### src/rtl/core/oad_pkg.sv
`timescale 1ns / 1ps
`default_nettype none
// ----------------------------------------------------------------------------
// Obstacle avoidance drive package
// Shared widths, command codes, register indexes and reset values.
// ----------------------------------------------------------------------------
package oad_pkg;

    localparam int unsigned DistW  = 16;
    localparam int unsigned SpeedW = 7;
    localparam int unsigned WheelW = 8;
    localparam int unsigned CmdW   = 8;
    localparam int unsigned ModeW  = 3;
    localparam int unsigned CfgIdxW = 8;

    // Remote-control command bytes.
    localparam logic [CmdW-1:0] CMD_NONE     = 8'h00;
    localparam logic [CmdW-1:0] CMD_FORWARD  = 8'h2A;
    localparam logic [CmdW-1:0] CMD_BACKWARD = 8'h27;
    localparam logic [CmdW-1:0] CMD_LEFT     = 8'h2B;
    localparam logic [CmdW-1:0] CMD_RIGHT    = 8'h28;
    localparam logic [CmdW-1:0] CMD_ONOFF    = 8'h30;

    typedef enum logic [ModeW-1:0] {
        MODE_OFF      = 3'd0,
        MODE_FORWARD  = 3'd1,
        MODE_BACKWARD = 3'd2,
        MODE_TLEFT    = 3'd3,
        MODE_TRIGHT   = 3'd4
    } t_mode;

    // Configuration register indexes.
    localparam logic [CfgIdxW-1:0] REG_FRONT_LIMIT      = 8'd0;
    localparam logic [CfgIdxW-1:0] REG_LEFT_LIMIT       = 8'd1;
    localparam logic [CfgIdxW-1:0] REG_RIGHT_LIMIT      = 8'd2;
    localparam logic [CfgIdxW-1:0] REG_GROUND_LEFT_MIN  = 8'd3;
    localparam logic [CfgIdxW-1:0] REG_GROUND_RIGHT_MIN = 8'd4;
    localparam logic [CfgIdxW-1:0] REG_SPEED_FORWARD    = 8'd5;
    localparam logic [CfgIdxW-1:0] REG_SPEED_BACKWARD   = 8'd6;
    localparam logic [CfgIdxW-1:0] REG_SPEED_TURN       = 8'd7;

    // Reset values.
    localparam logic [DistW-1:0]  RST_FRONT_LIMIT    = 16'h9000;
    localparam logic [DistW-1:0]  RST_SIDE_LIMIT     = 16'h8000;
    localparam logic [DistW-1:0]  RST_GROUND_MIN     = 16'h0000;
    localparam logic [SpeedW-1:0] RST_SPEED_FORWARD  = 7'd20;
    localparam logic [SpeedW-1:0] RST_SPEED_BACKWARD = 7'd15;
    localparam logic [SpeedW-1:0] RST_SPEED_TURN     = 7'd10;

endpackage
`default_nettype wire

### src/rtl/core/obstacle_avoid_drive_fsm_top.sv
`timescale 1ns / 1ps
`default_nettype none
// ----------------------------------------------------------------------------
// Obstacle avoidance drive state machine
// Obstacle flags, remote command latch and drive mode update with wheel speeds.
// ----------------------------------------------------------------------------
// Each accepted request is one sensor tick. It is captured in an input
// register, and once the result register is free the obstacle compares, the
// remote command latch and the drive mode update are evaluated in one pass and
// written into the result register, at which point the held distances,
// remote word, latched command and mode are also updated. A request is
// accepted every cycle while results are taken; each result is held in the
// result register until it is taken. The result register only holds back the
// input stage when a result is waiting and the downstream side is not ready.
// Configuration writes are always accepted and take effect on the next cycle;
// they should only be issued while the block holds no request in flight.
// ----------------------------------------------------------------------------
module obstacle_avoid_drive_fsm_top
    import oad_pkg::*;
(
    input  wire logic                 i_clk,
    input  wire logic                 i_rst_n,

    input  wire logic                 i_cfg_valid,
    output logic                      o_cfg_ready,
    input  wire logic [CfgIdxW-1:0]   i_cfg_index,
    input  wire logic [DistW-1:0]     i_cfg_data,

    input  wire logic                 i_valid,
    output logic                      o_ready,
    input  wire logic                 i_sensor_fresh,
    input  wire logic [DistW-1:0]     i_dist_left_mid,
    input  wire logic [DistW-1:0]     i_dist_center,
    input  wire logic [DistW-1:0]     i_dist_right_mid,
    input  wire logic [DistW-1:0]     i_remote_code,
    input  wire logic [DistW-1:0]     i_floor_left,
    input  wire logic [DistW-1:0]     i_floor_right,

    output logic                      o_valid,
    input  wire logic                 i_ready,
    output logic [ModeW-1:0]          o_mode,
    output logic                      o_mode_changed,
    output logic signed [WheelW-1:0]  o_left_wheel_speed,
    output logic signed [WheelW-1:0]  o_right_wheel_speed,
    output logic                      o_blocked_front,
    output logic                      o_blocked_left,
    output logic                      o_blocked_right
);

    // ------------------------------------------------------------------
    // Configuration registers.
    // ------------------------------------------------------------------
    logic [DistW-1:0]  r_front_limit;
    logic [DistW-1:0]  r_left_limit;
    logic [DistW-1:0]  r_right_limit;
    logic [DistW-1:0]  r_ground_left_min;
    logic [DistW-1:0]  r_ground_right_min;
    logic [SpeedW-1:0] r_speed_forward;
    logic [SpeedW-1:0] r_speed_backward;
    logic [SpeedW-1:0] r_speed_turn;

    assign o_cfg_ready = 1'b1;

    always_ff @(posedge i_clk) begin
        if (!i_rst_n) begin
            r_front_limit      <= RST_FRONT_LIMIT;
            r_left_limit       <= RST_SIDE_LIMIT;
            r_right_limit      <= RST_SIDE_LIMIT;
            r_ground_left_min  <= RST_GROUND_MIN;
            r_ground_right_min <= RST_GROUND_MIN;
            r_speed_forward    <= RST_SPEED_FORWARD;
            r_speed_backward   <= RST_SPEED_BACKWARD;
            r_speed_turn       <= RST_SPEED_TURN;
        end else if (i_cfg_valid) begin
            unique case (i_cfg_index)
                REG_FRONT_LIMIT:      r_front_limit      <= i_cfg_data;
                REG_LEFT_LIMIT:       r_left_limit       <= i_cfg_data;
                REG_RIGHT_LIMIT:      r_right_limit      <= i_cfg_data;
                REG_GROUND_LEFT_MIN:  r_ground_left_min  <= i_cfg_data;
                REG_GROUND_RIGHT_MIN: r_ground_right_min <= i_cfg_data;
                REG_SPEED_FORWARD:    r_speed_forward    <= i_cfg_data[SpeedW-1:0];
                REG_SPEED_BACKWARD:   r_speed_backward   <= i_cfg_data[SpeedW-1:0];
                REG_SPEED_TURN:       r_speed_turn       <= i_cfg_data[SpeedW-1:0];
                default: begin
                end
            endcase
        end
    end

    // ------------------------------------------------------------------
    // Input register. The stage advances whenever the result register is
    // empty or its content is being taken in this cycle.
    // ------------------------------------------------------------------
    logic             r_in_valid;
    logic             r_in_fresh;
    logic [DistW-1:0] r_in_left_mid;
    logic [DistW-1:0] r_in_center;
    logic [DistW-1:0] r_in_right_mid;
    logic [DistW-1:0] r_in_remote;
    logic [DistW-1:0] r_in_floor_left;
    logic [DistW-1:0] r_in_floor_right;

    logic out_free;
    logic advance;

    assign out_free = !o_valid || i_ready;
    assign advance  = r_in_valid && out_free;
    assign o_ready  = !r_in_valid || out_free;

    always_ff @(posedge i_clk) begin
        if (!i_rst_n) begin
            r_in_valid <= 1'b0;
        end else if (o_ready) begin
            r_in_valid <= i_valid;
        end
    end

    always_ff @(posedge i_clk) begin
        if (o_ready && i_valid) begin
            r_in_fresh       <= i_sensor_fresh;
            r_in_left_mid    <= i_dist_left_mid;
            r_in_center      <= i_dist_center;
            r_in_right_mid   <= i_dist_right_mid;
            r_in_remote      <= i_remote_code;
            r_in_floor_left  <= i_floor_left;
            r_in_floor_right <= i_floor_right;
        end
    end

    // ------------------------------------------------------------------
    // Block state, updated when an item leaves the input register.
    // ------------------------------------------------------------------
    logic [DistW-1:0] r_held_left_mid;
    logic [DistW-1:0] r_held_center;
    logic [DistW-1:0] r_held_right_mid;
    logic [DistW-1:0] r_prev_remote;
    logic [CmdW-1:0]  r_latched_cmd;
    t_mode            r_mode;

    logic [DistW-1:0] n_held_left_mid;
    logic [DistW-1:0] n_held_center;
    logic [DistW-1:0] n_held_right_mid;
    logic [DistW-1:0] n_prev_remote;
    logic [CmdW-1:0]  n_latched_cmd;
    t_mode            n_mode;

    logic ob_front;
    logic ob_left;
    logic ob_right;
    logic ob_all;
    logic handled;
    logic [CmdW-1:0] cmd_seen;

    logic signed [WheelW-1:0] n_left_speed;
    logic signed [WheelW-1:0] n_right_speed;

    always_comb begin
        n_held_left_mid  = r_held_left_mid;
        n_held_center    = r_held_center;
        n_held_right_mid = r_held_right_mid;
        n_prev_remote    = r_prev_remote;
        cmd_seen         = r_latched_cmd;
        // A fresh tick refreshes the distances; a new remote word latches.
        if (r_in_fresh) begin
            n_held_left_mid  = r_in_left_mid;
            n_held_center    = r_in_center;
            n_held_right_mid = r_in_right_mid;
            if (r_in_remote != r_prev_remote) begin
                cmd_seen      = r_in_remote[CmdW-1:0];
                n_prev_remote = r_in_remote;
            end
        end
    end

    // Obstacle flags. When something is ahead, the side reading that is
    // nearer decides which side counts as blocked.
    assign ob_front = n_held_center > r_front_limit;
    assign ob_left  = (n_held_left_mid > r_left_limit)
                   || (r_in_floor_left < r_ground_left_min)
                   || (ob_front && (n_held_left_mid >= n_held_right_mid));
    assign ob_right = (n_held_right_mid > r_right_limit)
                   || (r_in_floor_right < r_ground_right_min)
                   || (ob_front && (n_held_left_mid < n_held_right_mid));
    assign ob_all   = ob_left && ob_right && ob_front;

    always_comb begin
        n_mode        = r_mode;
        n_latched_cmd = cmd_seen;
        handled       = 1'b1;
        // Remote commands take priority; on-off is one-shot, drive codes
        // stay in force while latched.
        unique case (cmd_seen)
            CMD_ONOFF: begin
                n_mode        = (r_mode == MODE_OFF) ? MODE_FORWARD : MODE_OFF;
                n_latched_cmd = CMD_NONE;
            end
            CMD_FORWARD:  n_mode = MODE_FORWARD;
            CMD_BACKWARD: n_mode = MODE_BACKWARD;
            CMD_LEFT:     n_mode = MODE_TLEFT;
            CMD_RIGHT:    n_mode = MODE_TRIGHT;
            default:      handled = 1'b0;
        endcase

        if (!handled) begin
            unique case (r_mode)
                MODE_FORWARD: begin
                    if (ob_all) begin
                        n_mode = MODE_BACKWARD;
                    end else if (ob_left) begin
                        n_mode = MODE_TRIGHT;
                    end else if (ob_right) begin
                        n_mode = MODE_TLEFT;
                    end
                end
                MODE_BACKWARD: begin
                    if (!ob_left) begin
                        n_mode = MODE_TLEFT;
                    end else if (!ob_right) begin
                        n_mode = MODE_TRIGHT;
                    end
                end
                MODE_TLEFT: begin
                    if (!(ob_left || ob_right || ob_front)) begin
                        n_mode = MODE_FORWARD;
                    end else if (ob_left) begin
                        n_mode = MODE_BACKWARD;
                    end
                end
                MODE_TRIGHT: begin
                    if (!(ob_left || ob_right || ob_front)) begin
                        n_mode = MODE_FORWARD;
                    end else if (ob_right) begin
                        n_mode = MODE_BACKWARD;
                    end
                end
                default: begin
                end
            endcase
        end
    end

    // Wheel speeds from the new mode.
    always_comb begin
        n_left_speed  = '0;
        n_right_speed = '0;
        unique case (n_mode)
            MODE_FORWARD: begin
                n_left_speed  = $signed({1'b0, r_speed_forward});
                n_right_speed = $signed({1'b0, r_speed_forward});
            end
            MODE_BACKWARD: begin
                n_left_speed  = -$signed({1'b0, r_speed_backward});
                n_right_speed = -$signed({1'b0, r_speed_backward});
            end
            MODE_TLEFT: begin
                n_left_speed  = -$signed({1'b0, r_speed_turn});
                n_right_speed = $signed({1'b0, r_speed_turn});
            end
            MODE_TRIGHT: begin
                n_left_speed  = $signed({1'b0, r_speed_turn});
                n_right_speed = -$signed({1'b0, r_speed_turn});
            end
            default: begin
            end
        endcase
    end

    always_ff @(posedge i_clk) begin
        if (!i_rst_n) begin
            r_held_left_mid  <= '0;
            r_held_center    <= '0;
            r_held_right_mid <= '0;
            r_prev_remote    <= '0;
            r_latched_cmd    <= CMD_NONE;
            r_mode           <= MODE_OFF;
        end else if (advance) begin
            r_held_left_mid  <= n_held_left_mid;
            r_held_center    <= n_held_center;
            r_held_right_mid <= n_held_right_mid;
            r_prev_remote    <= n_prev_remote;
            r_latched_cmd    <= n_latched_cmd;
            r_mode           <= n_mode;
        end
    end

    // ------------------------------------------------------------------
    // Result register.
    // ------------------------------------------------------------------
    always_ff @(posedge i_clk) begin
        if (!i_rst_n) begin
            o_valid <= 1'b0;
        end else if (out_free) begin
            o_valid <= r_in_valid;
        end
    end

    always_ff @(posedge i_clk) begin
        if (advance) begin
            o_mode              <= n_mode;
            o_mode_changed      <= (n_mode != r_mode);
            o_left_wheel_speed  <= n_left_speed;
            o_right_wheel_speed <= n_right_speed;
            o_blocked_front     <= ob_front;
            o_blocked_left      <= ob_left;
            o_blocked_right     <= ob_right;
        end
    end

    // ------------------------------------------------------------------
    // Assertions.
    // ------------------------------------------------------------------
    a_mode_range: assert property (@(posedge i_clk) disable iff (!i_rst_n)
        o_valid |-> (o_mode <= MODE_TRIGHT))
        else $error("result mode out of range");

    a_off_still: assert property (@(posedge i_clk) disable iff (!i_rst_n)
        (o_valid && o_mode == MODE_OFF) |->
            (o_left_wheel_speed == '0 && o_right_wheel_speed == '0))
        else $error("wheels turning while off");

    a_turn_opposed: assert property (@(posedge i_clk) disable iff (!i_rst_n)
        (o_valid && (o_mode == MODE_TLEFT || o_mode == MODE_TRIGHT)) |->
            (o_left_wheel_speed == -o_right_wheel_speed))
        else $error("turn speeds not opposed");

    a_mode_tracks: assert property (@(posedge i_clk) disable iff (!i_rst_n)
        $past(advance) |-> (o_mode == r_mode))
        else $error("result mode differs from stored mode");

endmodule
`default_nettype wire

### config.mk
export PLATFORM = sky130hd
export DESIGN_NAME = obstacle_avoid_drive_fsm_top
export DESIGN_NICKNAME = d
export VERILOG_FILES = /design/src/rtl/core/oad_pkg.sv /design/src/rtl/core/obstacle_avoid_drive_fsm_top.sv
export SDC_FILE = /design/constraint.sdc
export NUM_CORES = 1
export LEC_CHECK = 0
export ABC_AREA = 0
export BUFFER_PORTS_ARGS = -buffer_cell sky130_fd_sc_hd__buf_4
export CAP_MARGIN = 15
export CELL_PAD_IN_SITES_DETAIL_PLACEMENT = 1
export CELL_PAD_IN_SITES_GLOBAL_PLACEMENT = 1
export CORE_MARGIN = 5
export CORE_UTILIZATION = 42
export DETAILED_ROUTE_END_ITERATION = 16
export PLACE_DENSITY = 0.84
export SKIP_LAST_GASP = 1
export SYNTH_ARGS = -nofsm -noshare
export SYNTH_HDL_FRONTEND = slang
export SYNTH_SLANG_ARGS = --single-unit
### constraint.sdc
create_clock -name i_clk -period 4.4 [get_ports i_clk]
set_input_delay 0.66 -clock i_clk [delete_from_list [all_inputs] [get_ports i_clk]]
set_output_delay 0.66 -clock i_clk [all_outputs]
set_load 0.01 [all_outputs]
Word level (Yosys, flattened, before mapping)
Index checks and enable logic that the tools add are counted.
{"block": "op_classes", "n_addsub": 2, "order_cmp": 7, "n_eq_ne": 22, "mux": 22, "n_reduce_logical": 28}
{"operator": "$pmux W8 S4", "count": 2}
{"operator": "$gt A16 B16 Y1", "count": 3}
{"operator": "$lt A16 B16 Y1", "count": 3}
{"operator": "$mux W16", "count": 3}
{"operator": "$eq A8 B6 Y1 const B", "count": 5}
{"operator": "$eq A8 B3 Y1 const B", "count": 4}
{"operator": "$mux W3", "count": 10}
{"operator": "$mux W8", "count": 3}
{"operator": "$eq A8 B2 Y1 const B", "count": 2}
{"operator": "$ge A16 B16 Y1", "count": 1}
{"operator": "$ne A16 B16 Y1", "count": 1}
{"operator": "$neg A7 Y8", "count": 2}
{"operator": "$reduce_and A2 Y1", "count": 8}
{"operator": "$pmux W3 S5", "count": 1}
{"operator": "$eq A3 B2 Y1 const B", "count": 4}
{"operator": "$pmux W3 S4", "count": 1}
{"operator": "$eq A8 B1 Y1 const B", "count": 1}
{"operator": "$logic_not A8 Y1", "count": 1}
{"operator": "$logic_or A1 B1 Y1", "count": 8}
{"operator": "$eq A3 B1 Y1 const B", "count": 2}
{"operator": "$eq A3 B3 Y1 const B", "count": 2}
{"operator": "$logic_and A1 B1 Y1", "count": 6}
{"operator": "$reduce_or A5 Y1", "count": 1}
{"operator": "$logic_not A3 Y1", "count": 1}
{"operator": "other kinds (4)", "count": 6}
{"block": "word_totals", "reg_bits": 298, "output_inout_bits": 26}

Logic depth before layout (Yosys ltp)
Gate-level depths: netlist of the first run.
{"block": "depth", "word_depth": 12, "depth_mapped": 18, "mapped_depth_nobuf": 14}

Least setup slack after synthesis of the first run
OpenSTA, ideal clock, no wires.
{"block": "synth_path", "path_kind": "register to register", "start": "reg r_in_fresh", "end": "reg o_left_wheel_speed[6], data pin", "t_arrival_ns": 4.092, "t_required_ns": 4.139, "setup_slack_ns": 0.047, "path_stages_with_launch": 15, "path_cell_list": "edfxtp_1 -> clkbuf_1 -> clkbuf_1 -> mux2i_1 -> inv_1 -> ha_1 -> nand4_1 -> or4_1 -> o31ai_1 -> nand2_1 -> o41ai_1 -> nand2_1 -> and4_1 -> buf_6 -> a221o_1"}
{"block": "synth_via", "elab_chain_cells": 11, "elab_cells_between_ends": 43, "cone_classes": "5 x order compare; 9 x eq/ne; 18 x mux; 11 x reduce/logical"}
{"item": "start: declaration", "line_no": "obstacle_avoid_drive_fsm_top.sv:95", "rtl": "logic r_in_fresh;"}
{"item": "start signal: assignment", "line_no": "obstacle_avoid_drive_fsm_top.sv:120", "rtl": "r_in_fresh <= i_sensor_fresh;"}
{"item": "$mux W16 (*)", "line_no": "obstacle_avoid_drive_fsm_top.sv:164", "rtl": "if (r_in_fresh) begin"}
{"item": "named net n_held_right_mid[15]", "line_no": "obstacle_avoid_drive_fsm_top.sv:142", "rtl": "logic [DistW-1:0] n_held_right_mid;"}
{"item": "$gt A16 B16 Y1 (tied with other cells)", "line_no": "obstacle_avoid_drive_fsm_top.sv:181", "rtl": "assign ob_right = (n_held_right_mid > r_right_limit)"}
{"item": "$logic_or A1 B1 Y1 (tied with other cells)", "line_no": "obstacle_avoid_drive_fsm_top.sv:182", "rtl": "|| (r_in_floor_right < r_ground_right_min)"}
{"item": "$logic_or A1 B1 Y1 (on tied branches)", "line_no": "obstacle_avoid_drive_fsm_top.sv:183, obstacle_avoid_drive_fsm_top.sv:180"}
{"item": "$mux W3 (tied with other cells)", "line_no": "obstacle_avoid_drive_fsm_top.sv:211", "rtl": "end else if (ob_right) begin"}
{"item": "$mux W3 (tied with other cells)", "line_no": "obstacle_avoid_drive_fsm_top.sv:209", "rtl": "end else if (ob_left) begin"}
{"item": "$mux W3 (on tied branches)", "line_no": "obstacle_avoid_drive_fsm_top.sv:207, obstacle_avoid_drive_fsm_top.sv:223, obstacle_avoid_drive_fsm_top.sv:230"}
{"item": "$pmux W3 S4 (*)", "line_no": "obstacle_avoid_drive_fsm_top.sv:205", "rtl": "unique case (r_mode)"}
{"item": "$mux W3 (*)", "line_no": "obstacle_avoid_drive_fsm_top.sv:204", "rtl": "if (!handled) begin"}
{"item": "$eq A3 B3 Y1 (tied with other cells)", "line_no": "obstacle_avoid_drive_fsm_top.sv:246", "rtl": "unique case (n_mode)"}
{"item": "$pmux W8 S4 (*)", "line_no": "obstacle_avoid_drive_fsm_top.sv:246"}
{"item": "named net n_left_speed[6]", "line_no": "obstacle_avoid_drive_fsm_top.sv:154", "rtl": "logic signed [WheelW-1:0] n_left_speed;"}
{"item": "end signal: assignment", "line_no": "obstacle_avoid_drive_fsm_top.sv:301", "rtl": "o_left_wheel_speed <= n_left_speed;"}
{"item": "end: declaration", "line_no": "obstacle_avoid_drive_fsm_top.sv:43", "rtl": "output logic signed [WheelW-1:0] o_left_wheel_speed,"}
The timed path passes the listed nets; every way through them passes the cells marked *.
A chain may end at the register's enable or synchronous reset.

Worst setup path in the final report of the first run
{"block": "layout_path", "start": "reg r_in_fresh", "end": "reg o_left_wheel_speed[6], data pin"}
{"block": "layout_via", "elab_chain_cells": 11, "elab_cells_between_ends": 43, "cone_classes": "5 x order compare; 9 x eq/ne; 18 x mux; 11 x reduce/logical"}
{"item": "$mux W16 (*)", "line_no": "obstacle_avoid_drive_fsm_top.sv:164"}
{"item": "named net n_held_center[13]", "line_no": "obstacle_avoid_drive_fsm_top.sv:141", "rtl": "logic [DistW-1:0] n_held_center;"}
{"item": "$gt A16 B16 Y1 (*)", "line_no": "obstacle_avoid_drive_fsm_top.sv:177", "rtl": "assign ob_front = n_held_center > r_front_limit;"}
{"item": "$logic_and A1 B1 Y1 (on tied branches)", "line_no": "obstacle_avoid_drive_fsm_top.sv:183, obstacle_avoid_drive_fsm_top.sv:180"}
{"item": "$logic_or A1 B1 Y1 (on tied branches)", "line_no": "obstacle_avoid_drive_fsm_top.sv:183, obstacle_avoid_drive_fsm_top.sv:180"}
{"item": "$mux W3 (tied with other cells)", "line_no": "obstacle_avoid_drive_fsm_top.sv:211"}
{"item": "$mux W3 (tied with other cells)", "line_no": "obstacle_avoid_drive_fsm_top.sv:209"}
{"item": "$mux W3 (on tied branches)", "line_no": "obstacle_avoid_drive_fsm_top.sv:207, obstacle_avoid_drive_fsm_top.sv:223, obstacle_avoid_drive_fsm_top.sv:230"}
{"item": "$pmux W3 S4 (*)", "line_no": "obstacle_avoid_drive_fsm_top.sv:205"}
{"item": "$mux W3 (*)", "line_no": "obstacle_avoid_drive_fsm_top.sv:204"}
{"item": "$eq A3 B3 Y1 (tied with other cells)", "line_no": "obstacle_avoid_drive_fsm_top.sv:246"}
{"item": "$pmux W8 S4 (*)", "line_no": "obstacle_avoid_drive_fsm_top.sv:246"}
{"item": "named net n_left_speed[6]", "line_no": "obstacle_avoid_drive_fsm_top.sv:154"}
Marked as above.

==> metrics, run 1 <==
outcome=finished, final reports clean; WL/cell=between 15 and 20 um; crit end category=flop; worst r2r path cells=14; Skew-Pair Late Insertion Delay=roughly 0.53 ns; initial DRC count=between 500 and 600; ys flop type=dfxtp_1; Final Hold Vio Count=0; dpl cells=2,057; Rows=between 60 and 70; Pwr Density=~390 mW/mm2; CTS Hold Bufs=0; die width=about 200 um; placed cell areas=~0.016 mm2; antenna viol nets, final=0; Worst Setup Start Kind=flop; final critical-path required period=4.27 ns; Vias=11.3k; Post-Route Utilization=between 50% and 60%; fin area=between 0.015 and 0.02 mm2; CP required=4.66 ns; f_max=approximately 230 MHz; number of max-cap violations=0; Leakage Power=7.05 nW; Worst R2R End=o_left_wheel_speed[6]; YS warnings=0; CTS tree=yes; cts bufs inserted=36; Hold WC Path Type=input pin to flop; TritonRoute pass-1 iters=5; routability cong.=around 0.87; crit-path cells=buf_12 > buf_4 > mux2_2 > ha_1 > nand4_1 > a2111o_1 > and4_1 > nor3_1 > o41ai_1 > a21o_1 > buf_12 > and4_1 > buf_12 > a221o_1; syn_area_per_cell=around 10 um2; CTS H-Tree Depth=2; Worst Tran Pin Value=around 0.98 ns; Layout Nets=about 1.9k; PnR worst setup slack=approximately 0.13 ns; Root Buffer=clkbuf_16; CP endpoint=o_left_wheel_speed[6]; final slew viol count=0; vias in the first global route=around 12k; drc violations=0; die area=0.0387 mm2; critical path class=flop to flop; Mapped Area=about 0.015 mm2; most frequent cells in the layout=327 x nand2_1, 194 x buf_4, 178 x dfxtp_1, 129 x a21boi_0, 119 x edfxtp_1; crit-path max FO=25; synthesized flop and latch total=between 200 and 300; Initial Util=~42%; Worst Setup SP=r_in_fresh; Synth cell types=81; Syn Inst Count=approximately 1.5k; largest net degree at the start of global routing=a little over 100; Layout Cells excl Fill=between 2k and 2.5k; r2r setup slk=roughly 0.13 ns; clock slew at reported path FFs=0.06 ns; antenna violations before repair=0; I/O Buffers=150; Pwr Total=about 7 mW; Crit-path slowest cell=a2111o_1; final worst-path cycle share=between 90% and 100%; Max VDD drop=298 uV; Area growth syn-to-layout=20.6%; sequential share of the synthesized area=about half; GRT Total Usage=approximately a fifth; wire length of the first global-routing pass=~64,000 um; core area=~0.034 mm2; diode count=0; Vias/cell=5.34; CP peak stage delay=about 0.47 ns; Critical Path AT=4.53 ns; die extent in y=~200 um; clk buf depth=3; HPWL after DPL=approximately 29,000 um; most frequent CP cell=buf_12; final setup fails=0; relative slew slack=a little over a third; commonest non-fill, non-tap cell in the layout=nand2_1; worst reg2reg startpoint=r_in_fresh; GR Overflow Total=0; share of layout cells above drive strength 1=between 10% and 20%; Syn Nets=1,700; clock tree sinks=approximately 300; final worst clock skew=roughly 0.018 ns; Post-synth EDFFs=roughly 120; final wirelength=roughly 41,000 um; post-placement setup slack=roughly 0.078 ns; Async SR Flop Fraction=0%; Ports=roughly 150
state kept, by name, indices dropped and copies added (netlist names), 16 cells and up:
signal and count:
r_in_floor_left 16, r_held_center 16, r_prev_remote 16, r_ground_right_min 16
r_in_floor_right 16, r_in_center 16, r_front_limit 16, r_in_right_mid 16
r_held_left_mid 16, r_right_limit 16, r_left_limit 16, r_held_right_mid 16
r_in_left_mid 16, r_ground_left_min 16, r_in_remote 16
cell usage after synthesis (all sizes together), types with 29 or more instances:
library cell / n / area [um2]
clkbuf: 63 / 236
nand2: 327 / 1230
nor2: 30 / 115
mux2: 32 / 360
nand4: 30 / 194
inv: 107 / 404
ha: 96 / 1200
edfxtp: 119 / 3570
dfxtp: 178 / 3560
o21ai: 29 / 156
mux2i: 42 / 420
a21oi: 41 / 205
a21boi: 129 / 968
kinds of logic after synthesis:
logic type / count (synthesis) / synth area share [%]
other cells: 1 / 0.0256
simple gates: 504 / 15.6
xor+xnor: 29 / 1.79
compound gates: 294 / 15.1
flops: 297 / 48.8
fa+ha+maj: 96 / 8.21
buf+inv: 183 / 5.12
mux: 74 / 5.34
through the flow:
stage | setup TNS [ns] | hold slack [ns]
after detailed placement | 0 | 0.457
after CTS | 0 | 0.287
after global placement | 0 | 0.448
after global routing | -0.0730 | 0.292
final | 0 | 0.309
after floorplan | 0 | 0.437
worst min-delay path by stage:
stage	startpoint	end	cells past startpoint
final	i_remote_code[10]	r_in_remote[10]	1
after global placement	r_held_center[2]	r_held_center[2]	2
after detailed placement	r_left_limit[4]	r_left_limit[4]	2
after floorplan	r_speed_forward[2]	r_speed_forward[2]	2
after global routing	i_remote_code[5]	r_in_remote[5]	1
after CTS	i_remote_code[9]	r_in_remote[9]	1
where the power goes:
part	leakage (nW)	switching, mW	internal (mW)
sequential	2.60	0.0622	2.98
combinational	3.87	0.422	0.359
clock	0.584	1.15	1.85
routing by layer:
metal	track usage (%)	up-vias	share of wire, %
met5	0	-	0
met4	6.42	0	3.0
met3	3.20	80	3.8
met2	37.0	218	50
met1	26.0	5575	44
li1	-	5450	-
worst max-delay path, delay by kind of cell, from the launching register on:
family	cells	cell delay [ns]
buffers and inverters	4	0.79
AO/OA/AOI/OAI	4	1.14
adder cells (fa/ha/maj)	1	0.29
multiplexers	1	0.38
flip-flops	1	0.37
AND/OR/NAND/NOR	4	1.02
cell type report:
class                           instances  area [um2]
Clock buffer                           51        1020
Timing Repair Buffer                  200        1580
Multi-Input combinational cell        998        6760
Inverter                              107         404
Clock inverter                         13         170
Sequential cell                       297        7140
Fill cell                            3866       16800
Tap cell                              455         569
what timing repair did:
item                       CTS  global route
gates resized for setup      0             3
setup endpoints to repair    0            15
setup buffers                0             0
Power figures use the tool's default switching activity.
==> inputs of run 2 (changes only) <==
CELL_PAD_IN_SITES_GLOBAL_PLACEMENT = 2   (was 1)
CORE_UTILIZATION = 38   (was 42)
PLACE_DENSITY = 0.87   (was 0.84)
clock period = 4.6 ns   (was 4.4 ns; I/O delays follow)
==> run 2 against run 1 <==
  * Design area down 0.79%
  * Utilization down 4.9 points
  * Clock power down 8.7%
  * Register-to-register slack better by 0.06 ns
  * Clock skew up 0.0046 ns
  * Die area up 10%
  * Critical endpoint is now o_right_wheel_speed[5]
  * Largest power group unchanged
==> metrics, run 2 (same netlist as run 1, synthesis figures left out) <==
worst hold path depth=1; wire length of the first global-routing pass=around 64,000 um; Skew-Pair Late Insertion Delay=~0.55 ns; outcome=finished, final reports clean; cts bufs inserted=36; clock tree sinks=297; core area=0.0378 mm2; Vias/cell=between 5 and 6; die extent in y=roughly 200 um; commonest non-fill, non-tap cell in the layout=nand2_1; Rows=71; most frequent CP cell=buf_4; f_max=~230 MHz; fillcell total=4,285; die width=slightly above 200 um; Post-Route Utilization=46.2%; Hold Startpoint=i_floor_right[4]; Crit-path slowest cell=edfxtp_1; relative slew slack=33.3%; crit-path cells=buf_12 > buf_4 > mux2_2 > ha_1 > a211oi_1 > nand2_1 > o31a_1 > or2_2 > nor3_1 > o41ai_1 > a21o_2 > buf_4 > and4_1 > o21ai_1 > nand3_1; Worst R2R End=o_right_wheel_speed[5]; diode count=0; critical path class=flop to flop; initial DRC count=between 500 and 600; Final Hold Vio Count=0; Vias=11.2k; final setup fails=0; drc violations=0; clk buf depth=3; Leakage Power=roughly 7 nW; WL/cell=between 15 and 20 um; CP required=4.88 ns; Register Area=roughly 0.007 mm2; Critical Path AT=~4.7 ns; TritonRoute pass-1 iters=5; most frequent cells in the layout=327 x nand2_1, 179 x buf_4, 178 x dfxtp_1, 129 x a21boi_0, 119 x edfxtp_1; final worst clock skew=around 0.023 ns; final worst-path cycle share=between 90% and 100%; multi-input logic area=around 0.0068 mm2; CTS H-Tree Depth=2; final wirelength=between 40,000 and 50,000 um; Worst Tran Pin Value=just under 1 ns; number of max-cap violations=0; Layout Cells excl Fill=2,160; worst reg2reg startpoint=r_in_fresh; clock slew at reported path FFs=approximately 0.06 ns; antenna violations before repair=0; Area growth syn-to-layout=19.6%; largest net degree at the start of global routing=approximately 130; Pwr Density=365 mW/mm2; I/O Buffers=150; Root Buffer=clkbuf_16; PostCTS Resize Cnt=0; Layout Nets=about 1.8k; crit-path max FO=34; vias in the first global route=around 12k; GR Overflow Total=0; final critical-path required period=around 4.4 ns; Ports=~150; r2r setup slk=0.19 ns; Hold WC Path Type=input pin to flop; worst r2r path cells=15; antenna viol nets, final=0; final slew viol count=0; dpl cells=about 2.1k; CTS Hold Bufs=0; share of layout cells above drive strength 1=between 10% and 20%; CP peak stage delay=about 0.45 ns; Initial Util=slightly below 40%; Max VDD drop=~310 uV; routability cong.=roughly 0.86; Hold Path End=r_in_floor_right[4]; Pwr Total=approximately 6.4 mW; final hold slack=around 0.32 ns; Post-CTS Setup Inserts=0; GRT Total Usage=between 10% and 20%; setup TNS=0 ns; CTS tree=yes; Worst Setup SP=r_in_fresh; RSZ-0062 raised after global routing=no; HPWL after DPL=29,500 um; crit end category=flop; Worst Setup Start Kind=flop; die area=0.0425 mm2
[run 2: cell count changes in the layout (fill, tap and decap cells not counted), sizes merged]
cell / change
buf: -17
clkinv: +5
clkbuf: -4
bufinv: -2
inv: +1
[run 2: worst max path at each step]
stage / depth (start not counted) / slack [ns] / to
2_1_floorplan: 14 / 0.25 / o_left_wheel_speed[6]
3_3_place_gp: 15 / 0.26 / o_left_wheel_speed[5]
3_5_place_dp: 14 / 0.06 / o_left_wheel_speed[5]
4_1_cts: 14 / 0.07 / o_left_wheel_speed[5]
5_1_grt: 17 / 0.007 / o_right_wheel_speed[5]
6_report: 15 / 0.19 / o_right_wheel_speed[5]
[run 2: power breakdown]
| part | switching (mW) | internal (mW) |
|---|---|---|
| Sequential | 0.0597 | 2.85 |
| Clock | 1.13 | 1.62 |
| Combinational | 0.402 | 0.324 |
| Total | 1.59 | 4.80 |
[run 2: per-layer routing]
metal / part of all wire, % / track usage [%] / wire length, um / vias up
met5: 0 / 0 / 0 / -
met4: 2.0 / 4.49 / 810 / 0
met3: 4.2 / 3.84 / 1700 / 63
met2: 48 / 33.0 / 19600 / 185
met1: 46 / 25.1 / 18700 / 5495
li1: - / - / - / 5421
[run 2: stage by stage]
step           area, um2  setup WS (ns)
3_5_place_dp       16300         0.0612
5_1_grt            17500        0.00708
6_report           17500          0.189
3_3_place_gp       16300          0.257
4_1_cts            17500         0.0748
2_1_floorplan      14600          0.247
[run 2: cell type report]
type,instances,area share [%]
inverters,107,2.31
repair buffers,183,8.04
clock buffers,47,5.62
multi-input cells,998,38.8
well taps,511,3.66
flip-flops and latches,297,40.8
clock inverters,17,0.780
[run 2: worst max-delay path, delay by kind of cell (launching register included)]
| family | cells | cell delay (ns) |
|---|---|---|
| compound gates | 5 | 1.22 |
| fa+ha+maj | 1 | 0.33 |
| buf+inv | 3 | 0.64 |
| flops | 1 | 0.45 |
| mux | 1 | 0.36 |
| simple gates | 5 | 1.10 |
